--- config.mk ---
export PLATFORM = sky130hd
export DESIGN_NAME = pv_surplus_analyzer
export DESIGN_NICKNAME = d
export VERILOG_FILES = /design/src/hw/rtl/pvsa_pkg.sv /design/src/hw/rtl/pvsa_ram.sv /design/src/hw/rtl/pvsa_div.sv /design/src/hw/rtl/pv_surplus_analyzer.sv
export VERILOG_INCLUDE_DIRS = /design/src /design/src/hw/rtl
export SDC_FILE = /design/constraint.sdc
export NUM_CORES = 2
export LEC_CHECK = 0
export BUFFER_PORTS_ARGS = -buffer_cell sky130_fd_sc_hd__buf_2
export CORE_ASPECT_RATIO = 0.5
export CORE_MARGIN = 4
export CORE_UTILIZATION = 50
export CTS_CLUSTER_SIZE = 40
export DETAILED_ROUTE_END_ITERATION = 16
export HOLD_SLACK_MARGIN = 0.05
export PLACE_DENSITY = 0.68
export SYNTH_ARGS = -nofsm -noshare
export SYNTH_HDL_FRONTEND = slang
export SYNTH_SLANG_ARGS = --single-unit
--- constraint.sdc ---
create_clock -name clk -period 30.8 [get_ports clk]
set_input_delay 1.54 -clock clk [delete_from_list [all_inputs] [get_ports clk]]
set_output_delay 1.54 -clock clk [all_outputs]
set_load 0.05 [all_outputs]
--- src/hw/rtl/pv_surplus_analyzer_macros.svh ---
// Assertion macros for the PV surplus analyzer.
// Expects clk and rst_n in the scope where the macros are used.
`ifndef PV_SURPLUS_ANALYZER_MACROS_SVH
`define PV_SURPLUS_ANALYZER_MACROS_SVH

// Check a condition in the same cycle as its trigger.
`define PVSA_ASSERT_SAME(lbl, pre, post) \
    lbl: assert property (@(posedge clk) disable iff (!rst_n) (pre) |-> (post)) \
        else $error("pvsa: same-cycle check failed");

// Check a condition in the cycle after its trigger.
`define PVSA_ASSERT_NEXT(lbl, pre, post) \
    lbl: assert property (@(posedge clk) disable iff (!rst_n) (pre) |=> (post)) \
        else $error("pvsa: next-cycle check failed");

`endif

--- src/hw/rtl/pvsa_pkg.sv ---
// Package for the PV surplus analyzer: widths, constants, register codes, types.
// No dependencies; used by pvsa_div and pv_surplus_analyzer.
`default_nettype none

package pvsa_pkg;

    // History ring: depth is a power of two so the means are plain shifts.
    localparam int HIST_W     = 4;
    localparam int HIST_DEPTH = 1 << HIST_W;
    localparam int SUM_W      = 16 + HIST_W;

    // Trend looks at this many consecutive PV changes.
    localparam int TREND_LEN  = 4;

    localparam int PV_TOL_KNEE = 2000;
    localparam int PV_TOL_UNIT = 1000;
    localparam int DIST_SCALE  = 10;
    localparam int DIST_MAX    = 65535;
    localparam int TOL_W       = 7;

    // Serial divider widths: dividend up to 10 * 65534, divisor up to 16 bits.
    localparam int DIV_N_W   = 20;
    localparam int DIV_D_W   = 16;
    localparam int DIV_CNT_W = $clog2(DIV_N_W + 1);

    // Configuration port.
    localparam int CFG_IDX_W  = 2;
    localparam int CFG_DATA_W = 14;
    localparam logic [CFG_IDX_W-1:0] REG_NOISE   = 2'd0;
    localparam logic [CFG_IDX_W-1:0] REG_BAND_LO = 2'd1;
    localparam logic [CFG_IDX_W-1:0] REG_BAND_HI = 2'd2;

    typedef struct packed {
        logic busy;
        logic done;
    } div_stat_t;

    typedef struct packed {
        logic [15:0] pv;
        logic [15:0] abs_chg;
    } ring_entry_t;

endpackage

`default_nettype wire

--- src/hw/rtl/pvsa_ram.sv ---
// Generic single-write, single-read RAM with registered read data.
// No dependencies.
`default_nettype none

module pvsa_ram #(
    parameter int WIDTH = 32,
    parameter int DEPTH = 16
) (
    input  wire logic                     clk,
    input  wire logic                     we,
    input  wire logic [$clog2(DEPTH)-1:0] waddr,
    input  wire logic [WIDTH-1:0]         wdata,
    input  wire logic [$clog2(DEPTH)-1:0] raddr,
    output logic      [WIDTH-1:0]         rdata
);

    logic [WIDTH-1:0] mem [DEPTH];

    always_ff @(posedge clk)
    begin
        if (we)
        begin
            mem[waddr] <= wdata;
        end
        rdata <= mem[raddr];
    end

endmodule

`default_nettype wire

--- src/hw/rtl/pvsa_div.sv ---
// Bit-serial restoring divider: one quotient bit per cycle.
// Depends on pvsa_pkg.
`default_nettype none

module pvsa_div (
    input  wire logic                           clk,
    input  wire logic                           rst_n,
    input  wire logic                           start,
    input  wire logic [pvsa_pkg::DIV_N_W-1:0]   dividend,
    input  wire logic [pvsa_pkg::DIV_D_W-1:0]   divisor,
    output pvsa_pkg::div_stat_t                 stat,
    output logic      [pvsa_pkg::DIV_N_W-1:0]   quotient
);

    import pvsa_pkg::*;

    logic [DIV_N_W-1:0]   quo_reg, quo_next;
    logic [DIV_D_W-1:0]   rem_reg, rem_next;
    logic [DIV_D_W-1:0]   dvs_reg, dvs_next;
    logic [DIV_CNT_W-1:0] cnt_reg, cnt_next;
    logic                 busy_reg, busy_next;
    logic                 done_reg, done_next;

    logic [DIV_D_W:0]     shifted;
    logic [DIV_D_W+1:0]   trial;

    // Bring down the next dividend bit and try to subtract.
    assign shifted = {rem_reg, quo_reg[DIV_N_W-1]};
    assign trial   = {1'b0, shifted} - {2'b00, dvs_reg};

    always_comb
    begin
        quo_next  = quo_reg;
        rem_next  = rem_reg;
        dvs_next  = dvs_reg;
        cnt_next  = cnt_reg;
        busy_next = busy_reg;
        done_next = 1'b0;
        if (start)
        begin
            quo_next  = dividend;
            rem_next  = '0;
            dvs_next  = divisor;
            cnt_next  = DIV_CNT_W'(DIV_N_W);
            busy_next = 1'b1;
        end
        else if (busy_reg)
        begin
            if (!trial[DIV_D_W+1])
            begin
                rem_next = trial[DIV_D_W-1:0];
                quo_next = {quo_reg[DIV_N_W-2:0], 1'b1};
            end
            else
            begin
                rem_next = shifted[DIV_D_W-1:0];
                quo_next = {quo_reg[DIV_N_W-2:0], 1'b0};
            end
            cnt_next = cnt_reg - 1'b1;
            if (cnt_reg == DIV_CNT_W'(1))
            begin
                busy_next = 1'b0;
                done_next = 1'b1;
            end
        end
    end

    always_ff @(posedge clk or negedge rst_n)
    begin
        if (!rst_n)
        begin
            busy_reg <= 1'b0;
            done_reg <= 1'b0;
            cnt_reg  <= '0;
        end
        else
        begin
            busy_reg <= busy_next;
            done_reg <= done_next;
            cnt_reg  <= cnt_next;
        end
    end

    always_ff @(posedge clk)
    begin
        quo_reg <= quo_next;
        rem_reg <= rem_next;
        dvs_reg <= dvs_next;
    end

    assign stat.busy = busy_reg;
    assign stat.done = done_reg;
    assign quotient  = quo_reg;

endmodule

`default_nettype wire

--- src/hw/rtl/pv_surplus_analyzer.sv ---
// PV surplus analyzer top level: sample handshake, history ring, result register.
// Depends on pvsa_pkg, pvsa_ram, pvsa_div and pv_surplus_analyzer_macros.svh.
//
// Usage:
//   Input channel (in_valid/in_ready) carries one power sample per request:
//   grid, battery, site load and the two inverter outputs. Output channel
//   (out_valid/out_ready) returns exactly one result per sample, in order.
//   Config channel (cfg_valid/cfg_ready, cfg_index, cfg_data) is always ready;
//   index 0 noise threshold, 1 keep band low, 2 keep band high, others ignored.
//   Write config only while no sample is in flight.
// Sequence:
//   Each accepted sample passes twice through the shared bit-serial divider
//   (PV / 1000, then the distortion quotient, skipped when the mean PV is
//   zero), between the steps CALC1, CALC2, MUL, GREEDY, MODEST and OUT.
//   One sample is in flight at a time: a new request is accepted only once
//   the sequencer is back in idle, after the last result went to the output.
// Reset:
//   Clears the history ring (through per-entry valid bits), the running sums,
//   the last net load and the ring index, and loads the register defaults.
// Stall:
//   A finished result waits in the output register; the next sample is
//   already accepted and worked on, and holds in its last step until the
//   output register frees up.
`default_nettype none
`include "pv_surplus_analyzer_macros.svh"

module pv_surplus_analyzer (
    input  wire logic                               clk,
    input  wire logic                               rst_n,
    // Configuration writes
    input  wire logic                               cfg_valid,
    output logic                                    cfg_ready,
    input  wire logic [pvsa_pkg::CFG_IDX_W-1:0]     cfg_index,
    input  wire logic [pvsa_pkg::CFG_DATA_W-1:0]    cfg_data,
    // Sample requests
    input  wire logic                               in_valid,
    output logic                                    in_ready,
    input  wire logic signed [15:0]                 grid_power,
    input  wire logic signed [15:0]                 battery_power,
    input  wire logic signed [15:0]                 site_load,
    input  wire logic        [14:0]                 pv_main,
    input  wire logic        [14:0]                 pv_second,
    // Results
    output logic                                    out_valid,
    input  wire logic                               out_ready,
    output logic             [15:0]                 pv_total,
    output logic signed      [16:0]                 pv_change,
    output logic signed      [16:0]                 net_load,
    output logic signed      [17:0]                 load_change,
    output logic signed      [17:0]                 balance_sum,
    output logic             [14:0]                 waste_power,
    output logic             [15:0]                 distortion,
    output logic signed      [1:0]                  trend,
    output logic signed      [17:0]                 surplus,
    output logic signed      [19:0]                 greedy_power,
    output logic signed      [19:0]                 modest_power
);

    import pvsa_pkg::*;

    // Sequencer codes
    localparam logic [3:0] S_IDLE      = 4'd0;
    localparam logic [3:0] S_CALC1     = 4'd1;
    localparam logic [3:0] S_CALC2     = 4'd2;
    localparam logic [3:0] S_TOL       = 4'd3;
    localparam logic [3:0] S_TOL_WAIT  = 4'd4;
    localparam logic [3:0] S_DIST      = 4'd5;
    localparam logic [3:0] S_DIST_WAIT = 4'd6;
    localparam logic [3:0] S_MUL       = 4'd7;
    localparam logic [3:0] S_GREEDY    = 4'd8;
    localparam logic [3:0] S_MODEST    = 4'd9;
    localparam logic [3:0] S_OUT       = 4'd10;

    localparam int KB_W = 22;  // keep band edge times tolerance
    localparam int GD_W = 23;  // surplus minus keep band edge

    // Saturate to the 20 bit result range.
    function automatic logic signed [19:0] sat20(input logic signed [GD_W-1:0] v);
        logic signed [GD_W-1:0] hi;
        logic signed [GD_W-1:0] lo;
        hi = GD_W'(524287);
        lo = -GD_W'(524288);
        if (v > hi)
        begin
            sat20 = 20'sd524287;
        end
        else if (v < lo)
        begin
            sat20 = -20'sd524288;
        end
        else
        begin
            sat20 = v[19:0];
        end
    endfunction

    // ---------------------------------------------------------------------
    // Control state
    // ---------------------------------------------------------------------
    logic [3:0]              state_reg, state_next;
    logic [HIST_W-1:0]       ring_idx_reg, ring_idx_next;
    logic [HIST_DEPTH-1:0]   ring_vld_reg, ring_vld_next;
    logic [SUM_W-1:0]        pv_sum_reg, pv_sum_next;
    logic [SUM_W-1:0]        chg_sum_reg, chg_sum_next;
    logic [15:0]             last_pv_reg, last_pv_next;
    logic signed [16:0]      last_net_reg, last_net_next;
    logic [TREND_LEN-2:0]    neg_hist_reg, neg_hist_next;
    logic [TREND_LEN-2:0]    pos_hist_reg, pos_hist_next;
    logic                    out_valid_reg, out_valid_next;

    logic [9:0]              noise_reg, noise_next;
    logic signed [13:0]      band_lo_reg, band_lo_next;
    logic signed [13:0]      band_hi_reg, band_hi_next;

    // ---------------------------------------------------------------------
    // Payload registers
    // ---------------------------------------------------------------------
    logic signed [15:0]      grid_reg, batt_reg, load_reg;
    logic [14:0]             pvm_reg, pvs_reg;

    logic [15:0]             w_pv_reg, w_pv_next;
    logic signed [16:0]      w_dpv_reg, w_dpv_next;
    logic signed [16:0]      w_net_reg, w_net_next;
    logic signed [17:0]      w_dload_reg, w_dload_next;
    logic signed [17:0]      w_sum_reg, w_sum_next;
    logic signed [17:0]      w_surplus_reg, w_surplus_next;
    logic [14:0]             w_waste_reg, w_waste_next;
    logic [15:0]             w_abs_batt_reg, w_abs_batt_next;
    logic signed [1:0]       w_trend_reg, w_trend_next;
    logic [TOL_W-1:0]        w_tol_reg, w_tol_next;
    logic [15:0]             w_dist_reg, w_dist_next;
    logic signed [KB_W-1:0]  w_kf_reg, w_kf_next;
    logic signed [KB_W-1:0]  w_kt_reg, w_kt_next;
    logic signed [19:0]      w_greedy_reg, w_greedy_next;
    logic signed [19:0]      w_modest_reg, w_modest_next;

    logic [15:0]             o_pv_reg;
    logic signed [16:0]      o_dpv_reg, o_net_reg;
    logic signed [17:0]      o_dload_reg, o_sum_reg, o_surplus_reg;
    logic [14:0]             o_waste_reg;
    logic [15:0]             o_dist_reg;
    logic signed [1:0]       o_trend_reg;
    logic signed [19:0]      o_greedy_reg, o_modest_reg;

    // ---------------------------------------------------------------------
    // Ring memory and divider
    // ---------------------------------------------------------------------
    ring_entry_t             ram_wdata, ram_rdata, old_entry;
    logic                    ram_we;

    logic                    div_start;
    logic [DIV_N_W-1:0]      div_dividend;
    logic [DIV_D_W-1:0]      div_divisor;
    div_stat_t               div_stat;
    logic [DIV_N_W-1:0]      div_quotient;

    pvsa_ram #(
        .WIDTH ($bits(ring_entry_t)),
        .DEPTH (HIST_DEPTH)
    ) u_ring (
        .clk   (clk),
        .we    (ram_we),
        .waddr (ring_idx_reg),
        .wdata (ram_wdata),
        .raddr (ring_idx_reg),
        .rdata (ram_rdata)
    );

    pvsa_div u_div (
        .clk      (clk),
        .rst_n    (rst_n),
        .start    (div_start),
        .dividend (div_dividend),
        .divisor  (div_divisor),
        .stat     (div_stat),
        .quotient (div_quotient)
    );

    // ---------------------------------------------------------------------
    // First step: sums and differences straight from the sample
    // ---------------------------------------------------------------------
    logic [15:0]             c1_pv;
    logic signed [16:0]      c1_grid17, c1_batt17, c1_noise17;
    logic signed [16:0]      c1_abs_grid;

    assign c1_pv       = {1'b0, pvm_reg} + {1'b0, pvs_reg};
    assign c1_grid17   = {grid_reg[15], grid_reg};
    assign c1_batt17   = {batt_reg[15], batt_reg};
    assign c1_noise17  = $signed({7'b0, noise_reg});
    assign c1_abs_grid = -c1_grid17;

    // ---------------------------------------------------------------------
    // Second step: ring update, running sums, load change, trend
    // ---------------------------------------------------------------------
    logic signed [17:0]      c2_dload;
    logic [17:0]             c2_dload_mag;
    logic [15:0]             c2_abs_dpv;
    logic                    c2_neg, c2_pos;
    logic [15:0]             avg_pv, avg_chg;

    assign old_entry    = ring_vld_reg[ring_idx_reg] ? ram_rdata : '0;
    assign c2_dload     = {w_net_reg[16], w_net_reg} - {last_net_reg[16], last_net_reg};
    assign c2_dload_mag = c2_dload[17] ? 18'(-c2_dload) : 18'(c2_dload);
    assign c2_abs_dpv   = w_dpv_reg[16] ? 16'(-w_dpv_reg) : w_dpv_reg[15:0];
    assign c2_neg       = w_dpv_reg[16];
    assign c2_pos       = !w_dpv_reg[16] && (w_dpv_reg != '0);

    assign ram_wdata.pv      = w_pv_reg;
    assign ram_wdata.abs_chg = c2_abs_dpv;
    assign ram_we            = (state_reg == S_CALC2);

    // Means over the ring are shifts of the running sums.
    assign avg_pv  = pv_sum_reg[SUM_W-1:HIST_W];
    assign avg_chg = chg_sum_reg[SUM_W-1:HIST_W];

    // ---------------------------------------------------------------------
    // Band and greedy arithmetic
    // ---------------------------------------------------------------------
    logic signed [GD_W-1:0]  g_surplus, g_kt, g_kf, g_diff, m_diff;

    assign g_surplus = GD_W'(w_surplus_reg);
    assign g_kt      = GD_W'(w_kt_reg);
    assign g_kf      = GD_W'(w_kf_reg);
    assign m_diff    = GD_W'(w_greedy_reg) - $signed({7'b0, w_abs_batt_reg});

    always_comb
    begin
        if (g_surplus > g_kt)
        begin
            g_diff = g_surplus - g_kt;
        end
        else if (g_surplus < g_kf)
        begin
            g_diff = g_surplus - g_kf;
        end
        else
        begin
            g_diff = '0;
        end
    end

    // ---------------------------------------------------------------------
    // Sequencer
    // ---------------------------------------------------------------------
    logic out_free;

    assign out_free  = !out_valid_reg || out_ready;
    assign in_ready  = (state_reg == S_IDLE);
    assign cfg_ready = 1'b1;

    always_comb
    begin
        state_next      = state_reg;
        ring_idx_next   = ring_idx_reg;
        ring_vld_next   = ring_vld_reg;
        pv_sum_next     = pv_sum_reg;
        chg_sum_next    = chg_sum_reg;
        last_pv_next    = last_pv_reg;
        last_net_next   = last_net_reg;
        neg_hist_next   = neg_hist_reg;
        pos_hist_next   = pos_hist_reg;
        out_valid_next  = out_valid_reg && !out_ready;

        w_pv_next       = w_pv_reg;
        w_dpv_next      = w_dpv_reg;
        w_net_next      = w_net_reg;
        w_dload_next    = w_dload_reg;
        w_sum_next      = w_sum_reg;
        w_surplus_next  = w_surplus_reg;
        w_waste_next    = w_waste_reg;
        w_abs_batt_next = w_abs_batt_reg;
        w_trend_next    = w_trend_reg;
        w_tol_next      = w_tol_reg;
        w_dist_next     = w_dist_reg;
        w_kf_next       = w_kf_reg;
        w_kt_next       = w_kt_reg;
        w_greedy_next   = w_greedy_reg;
        w_modest_next   = w_modest_reg;

        div_start       = 1'b0;
        div_dividend    = {4'b0, w_pv_reg};
        div_divisor     = DIV_D_W'(PV_TOL_UNIT);

        case (state_reg)
            S_IDLE:
            begin
                if (in_valid)
                begin
                    state_next = S_CALC1;
                end
            end

            S_CALC1:
            begin
                w_pv_next      = c1_pv;
                w_dpv_next     = $signed({1'b0, c1_pv}) - $signed({1'b0, last_pv_reg});
                w_net_next     = {load_reg[15], load_reg} - $signed({2'b0, pvs_reg});
                w_sum_next     = 18'(grid_reg) + 18'(batt_reg) + 18'(load_reg)
                               + $signed({3'b0, pvm_reg});
                w_surplus_next = -(18'(grid_reg) + 18'(batt_reg));
                w_abs_batt_next = batt_reg[15] ? 16'(-c1_batt17) : batt_reg;
                w_waste_next   = '0;
                // Battery discharging straight into the grid: both flows above noise.
                if ((c1_batt17 > c1_noise17) && (c1_grid17 < -c1_noise17))
                begin
                    w_waste_next = (c1_abs_grid < c1_batt17) ? c1_abs_grid[14:0]
                                                             : batt_reg[14:0];
                end
                state_next = S_CALC2;
            end

            S_CALC2:
            begin
                w_dload_next = (c2_dload_mag < {8'b0, noise_reg}) ? '0 : c2_dload;
                // Swap the overwritten entry out of the running sums.
                pv_sum_next  = pv_sum_reg - SUM_W'(old_entry.pv) + SUM_W'(w_pv_reg);
                chg_sum_next = chg_sum_reg - SUM_W'(old_entry.abs_chg)
                             + SUM_W'(c2_abs_dpv);
                ring_vld_next[ring_idx_reg] = 1'b1;
                ring_idx_next = ring_idx_reg + 1'b1;
                last_pv_next  = w_pv_reg;
                last_net_next = w_net_reg;
                if (c2_neg && (&neg_hist_reg))
                begin
                    w_trend_next = -2'sd1;
                end
                else if (c2_pos && (&pos_hist_reg))
                begin
                    w_trend_next = 2'sd1;
                end
                else
                begin
                    w_trend_next = 2'sd0;
                end
                neg_hist_next = {neg_hist_reg[TREND_LEN-3:0], c2_neg};
                pos_hist_next = {pos_hist_reg[TREND_LEN-3:0], c2_pos};
                state_next    = S_TOL;
            end

            S_TOL:
            begin
                div_start  = 1'b1;
                state_next = S_TOL_WAIT;
            end

            S_TOL_WAIT:
            begin
                if (div_stat.done)
                begin
                    w_tol_next = (w_pv_reg > 16'(PV_TOL_KNEE)) ? div_quotient[TOL_W-1:0]
                                                               : TOL_W'(1);
                    state_next = S_DIST;
                end
            end

            S_DIST:
            begin
                if (avg_pv == '0)
                begin
                    w_dist_next = '0;
                    state_next  = S_MUL;
                end
                else
                begin
                    div_start    = 1'b1;
                    div_dividend = DIV_N_W'(avg_chg) * DIV_N_W'(DIST_SCALE);
                    div_divisor  = avg_pv;
                    state_next   = S_DIST_WAIT;
                end
            end

            S_DIST_WAIT:
            begin
                if (div_stat.done)
                begin
                    w_dist_next = (div_quotient > DIV_N_W'(DIST_MAX)) ? 16'(DIST_MAX)
                                                                      : div_quotient[15:0];
                    state_next  = S_MUL;
                end
            end

            S_MUL:
            begin
                w_kf_next  = $signed({{(KB_W-14){band_lo_reg[13]}}, band_lo_reg})
                           * $signed({{(KB_W-TOL_W){1'b0}}, w_tol_reg});
                w_kt_next  = $signed({{(KB_W-14){band_hi_reg[13]}}, band_hi_reg})
                           * $signed({{(KB_W-TOL_W){1'b0}}, w_tol_reg});
                state_next = S_GREEDY;
            end

            S_GREEDY:
            begin
                w_greedy_next = sat20(g_diff);
                state_next    = S_MODEST;
            end

            S_MODEST:
            begin
                w_modest_next = sat20(m_diff);
                state_next    = S_OUT;
            end

            S_OUT:
            begin
                // Hold here until the result register is free.
                if (out_free)
                begin
                    out_valid_next = 1'b1;
                    state_next     = S_IDLE;
                end
            end

            default:
            begin
                state_next = S_IDLE;
            end
        endcase
    end

    // Configuration register writes
    always_comb
    begin
        noise_next   = noise_reg;
        band_lo_next = band_lo_reg;
        band_hi_next = band_hi_reg;
        if (cfg_valid && cfg_ready)
        begin
            case (cfg_index)
                REG_NOISE:   noise_next   = cfg_data[9:0];
                REG_BAND_LO: band_lo_next = cfg_data;
                REG_BAND_HI: band_hi_next = cfg_data;
                default:     noise_next   = noise_reg;
            endcase
        end
    end

    always_ff @(posedge clk or negedge rst_n)
    begin
        if (!rst_n)
        begin
            state_reg     <= S_IDLE;
            ring_idx_reg  <= '0;
            ring_vld_reg  <= '0;
            pv_sum_reg    <= '0;
            chg_sum_reg   <= '0;
            last_pv_reg   <= '0;
            last_net_reg  <= '0;
            neg_hist_reg  <= '0;
            pos_hist_reg  <= '0;
            out_valid_reg <= 1'b0;
            noise_reg     <= 10'd50;
            band_lo_reg   <= -14'sd100;
            band_hi_reg   <= 14'sd100;
        end
        else
        begin
            state_reg     <= state_next;
            ring_idx_reg  <= ring_idx_next;
            ring_vld_reg  <= ring_vld_next;
            pv_sum_reg    <= pv_sum_next;
            chg_sum_reg   <= chg_sum_next;
            last_pv_reg   <= last_pv_next;
            last_net_reg  <= last_net_next;
            neg_hist_reg  <= neg_hist_next;
            pos_hist_reg  <= pos_hist_next;
            out_valid_reg <= out_valid_next;
            noise_reg     <= noise_next;
            band_lo_reg   <= band_lo_next;
            band_hi_reg   <= band_hi_next;
        end
    end

    // Payload: capture the sample, advance the work registers, load results.
    always_ff @(posedge clk)
    begin
        if (in_valid && in_ready)
        begin
            grid_reg <= grid_power;
            batt_reg <= battery_power;
            load_reg <= site_load;
            pvm_reg  <= pv_main;
            pvs_reg  <= pv_second;
        end
        w_pv_reg       <= w_pv_next;
        w_dpv_reg      <= w_dpv_next;
        w_net_reg      <= w_net_next;
        w_dload_reg    <= w_dload_next;
        w_sum_reg      <= w_sum_next;
        w_surplus_reg  <= w_surplus_next;
        w_waste_reg    <= w_waste_next;
        w_abs_batt_reg <= w_abs_batt_next;
        w_trend_reg    <= w_trend_next;
        w_tol_reg      <= w_tol_next;
        w_dist_reg     <= w_dist_next;
        w_kf_reg       <= w_kf_next;
        w_kt_reg       <= w_kt_next;
        w_greedy_reg   <= w_greedy_next;
        w_modest_reg   <= w_modest_next;
        if ((state_reg == S_OUT) && out_free)
        begin
            o_pv_reg      <= w_pv_reg;
            o_dpv_reg     <= w_dpv_reg;
            o_net_reg     <= w_net_reg;
            o_dload_reg   <= w_dload_reg;
            o_sum_reg     <= w_sum_reg;
            o_waste_reg   <= w_waste_reg;
            o_dist_reg    <= w_dist_reg;
            o_trend_reg   <= w_trend_reg;
            o_surplus_reg <= w_surplus_reg;
            o_greedy_reg  <= w_greedy_reg;
            o_modest_reg  <= w_modest_reg;
        end
    end

    assign out_valid    = out_valid_reg;
    assign pv_total     = o_pv_reg;
    assign pv_change    = o_dpv_reg;
    assign net_load     = o_net_reg;
    assign load_change  = o_dload_reg;
    assign balance_sum  = o_sum_reg;
    assign waste_power  = o_waste_reg;
    assign distortion   = o_dist_reg;
    assign trend        = o_trend_reg;
    assign surplus      = o_surplus_reg;
    assign greedy_power = o_greedy_reg;
    assign modest_power = o_modest_reg;

    // ---------------------------------------------------------------------
    // Assertions
    // ---------------------------------------------------------------------
    `PVSA_ASSERT_NEXT(a_busy_after_accept, in_valid && in_ready, !in_ready)
    `PVSA_ASSERT_SAME(a_div_start_idle, div_start, !div_stat.busy)
    `PVSA_ASSERT_NEXT(a_ring_step, state_reg == S_CALC2, ring_idx_reg == HIST_W'($past(ring_idx_reg) + 1'b1))
    `PVSA_ASSERT_NEXT(a_out_hold, (state_reg == S_OUT) && out_valid_reg && !out_ready, state_reg == S_OUT)

endmodule

`default_nettype wire
==> impl_metrics.tcl <==
set metrics [dict create \
    use_met2_pct 39.4 \
    overflow 0 \
    grt_max_degree 103 \
    wl_per_cell_um 21.8 \
    status "finished clean" \
    avgSynthCellArea_sq_um 12.9 \
    ir_drop_uv 90.6 \
    grt_first_pass_wirelength_mm 247 \
    core_sq_um 132000 \
    worstPathArrival_ns 6.72 \
    antenna_found_initial 6 \
    cts_buffers 109 \
    busiest_layer "met2" \
    min_period_ns 6.15 \
    clock.fmax_mhz 163 \
    track_usage_pct 23.0 \
    cts_setup_buffers 0 \
    setup_violations 0 \
    cts_tree "built" \
    insertion_delay_ns 0.76 \
    antenna_left 0 \
    synth_edf_count 1047 \
    numPortBuffers 277 \
    fin_skew_ns 0.0496 \
    drv_cap 0 \
    syn-num-nets 5860 \
    yosys_warnings 0 \
    row_count 94 \
    gp_congestion 0.939 \
    synthTopCellsByCount "edfxtp_1 (1047), inv_1 (635), ha_1 (397), nand2_1 (318), o21ai_0 (243)" \
    fin_setup_tns_ns 0 \
    synth-seq-area-share_pct 54.4 \
    htreeDepth 3 \
    synth.distinct_cells 91 \
    post_drt_via_cell_ratio 5.63 \
    syn_area_sq_um 66400 \
    hold_class "register to register" \
    drt_pre_antenna_iters 5 \
    met1_usage_pct 30.7 \
    reg_top3 "u_ring.mem (512), u_ring.rdata (32)" \
    cp.required_ns 31.36 \
    synth_top_area_share_pct 47.3 \
    ios 279 \
    worst_pin_slew_ns 1.23 \
    cts_resized 0 \
    path_clk_slew_ns 0.07 \
    cts_root_buf "clkbuf_16" \
    hpwl_mm 114 \
    ys_seq_elements 1244 \
    use_met3_pct 3.01 \
    start_util_pct 50.4 \
    nets 6172 \
    yosysMostFrequentCell "edfxtp_1" \
    finalInstanceArea_sq_um 74000 \
    largest_register_ffs 512 \
    die_area_sq_um 139000 \
    placed_area_sq_um 70200 \
    hold_viol 0 \
    clock-sinks 1244 \
    drc 0 \
    synth.area.top_cells "edfxtp_1 (47%), ha_1 (7.5%), fa_1 (6.3%)" \
    drtIter0Drc 3686 \
    die_h_um 266 \
    syn_inst 5154 \
    rsz0062_at_grt "false" \
    die_w_um 524 \
    dr_total_vias 41293 \
    maxSlewHeadroom_pct 17.5 \
    yosysTopAreaCell "edfxtp_1" \
    fillers 10666 \
    area_growth_syn_to_layout_pct 11.3 \
    critPathMaxFanout 35 \
    maxSlewViolCount 0 \
    p_per_area_nw_per_um2 118 \
    crit_path_start_kind "register" \
    drt_wl_total_mm 160 \
    power.leakage_nw 29.2 \
    ys.flop_type "edfxtp_1" \
    first_global_vias 41818 \
    cts_buffer_depth 3 \
    critical_path.endpoint_type "register" \
    critPathKind "register to register" \
    holdBufCountCts 0 \
    top_register "u_ring.mem" \
    layout-drive-gt1-share_pct 15.0 \
    fin_crit_sh_pct 20.0 \
    ys_async_sr_fraction_pct 12.0 \
]
[power breakdown]
group	switching, mW	internal, mW	total (mW)	leakage, nW
Clock	0.655	0.778	1.43	1.83
Combinational	2.71	1.91	4.62	15.7
Sequential	0.250	2.43	2.68	11.7
[layer usage]
| metal | part of all wire [%] | routed length [um] |
|---|---|---|
| met1 | 42 | 66900 |
| met2 | 50 | 79600 |
| met3 | 5.0 | 8020 |
| met4 | 3.5 | 5550 |
| met5 | 0 | 0 |
[final timing paths]
path | from | endpoint | slack, ns | depth (start not counted)
worst max-delay path | ring_idx_reg[0] | pv_sum_reg[17] | 24.65 | 16
worst min-delay path | w_sum_reg[8] | balance_sum[8] | 0.38 | 0
worst max register to register | ring_idx_reg[0] | pv_sum_reg[17] | 24.65 | 16
worst min register to register | w_sum_reg[8] | balance_sum[8] | 0.38 | 0
max in group asynchronous | rst_n | ring_idx_reg[0] | 28.15 | 3
min in group asynchronous | rst_n | last_net_reg[15] | 0.82 | 1
[critical path, cell delays in order, from the launching register on]
cell	delay, ns
dfrtp_4	0.88
mux4_2	0.59
mux4_2	0.76
and2_1	0.29
fa_1	0.54
inv_1	0.06
ha_1	0.29
a21o_1	0.18
a21o_1	0.20
a2111oi_0	0.60
o21ai_0	0.21
a31oi_1	0.26
o211ai_1	0.17
a2111o_1	0.44
a31oi_1	0.21
xnor2_1	0.14
o21ai_0	0.10
[cell usage in the layout (no fill, tap or decap), types with 189 or more instances in the layout]
cell and count:
edfxtp_1 1047, inv_1 634, ha_1 397, nand2_1 318, buf_2 276, o21ai_0 243
fa_1 210, nor2_1 205, xnor2_1 202, and2_1 195, a21oi_1 189
[area by class of cell]
type,instances,area (sq um),share of cell area (%)
diodes,2,5.00,0.00677
repair buffers,344,1910,2.58
multi-input cells,3132,27500,37.2
flip-flops and latches,1244,36200,48.9
well taps,1776,2220,3.00
clock inverters,78,893,1.21
clock buffers,129,2860,3.87
inverters,635,2380,3.22
[through the flow]
stage | hold slack [ns] | power (mW) | cells | utilization, % | worst slack (ns)
final | 0.382 | 8.74 | 7340 | 56.1 | 24.65
after global routing | 0.392 | 9.44 | 7338 | 56.1 | 24.27
after CTS | 0.395 | 8.78 | 7338 | 56.1 | 24.56
after detailed placement | 0.405 | 7.31 | 7131 | 53.3 | 24.62
after global placement | 0.405 | 7.19 | 7131 | 53.3 | 24.71
after floorplan | 0.400 | 6.17 | 5154 | - | 15.31
[cell families after synthesis]
group	count (synthesis)	share of synthesized area [%]
muxes	208	6.30
and+or+nand+nor	1149	8.61
DFF	1244	54.4
adders and majority gates	607	13.8
buffers and inverters	778	4.44
AOI/OAI and AO/OA	881	8.66
other	1	0.00564
xor gates and xnor gates	286	3.77
Note: power is estimated with default switching activity, not from simulation.
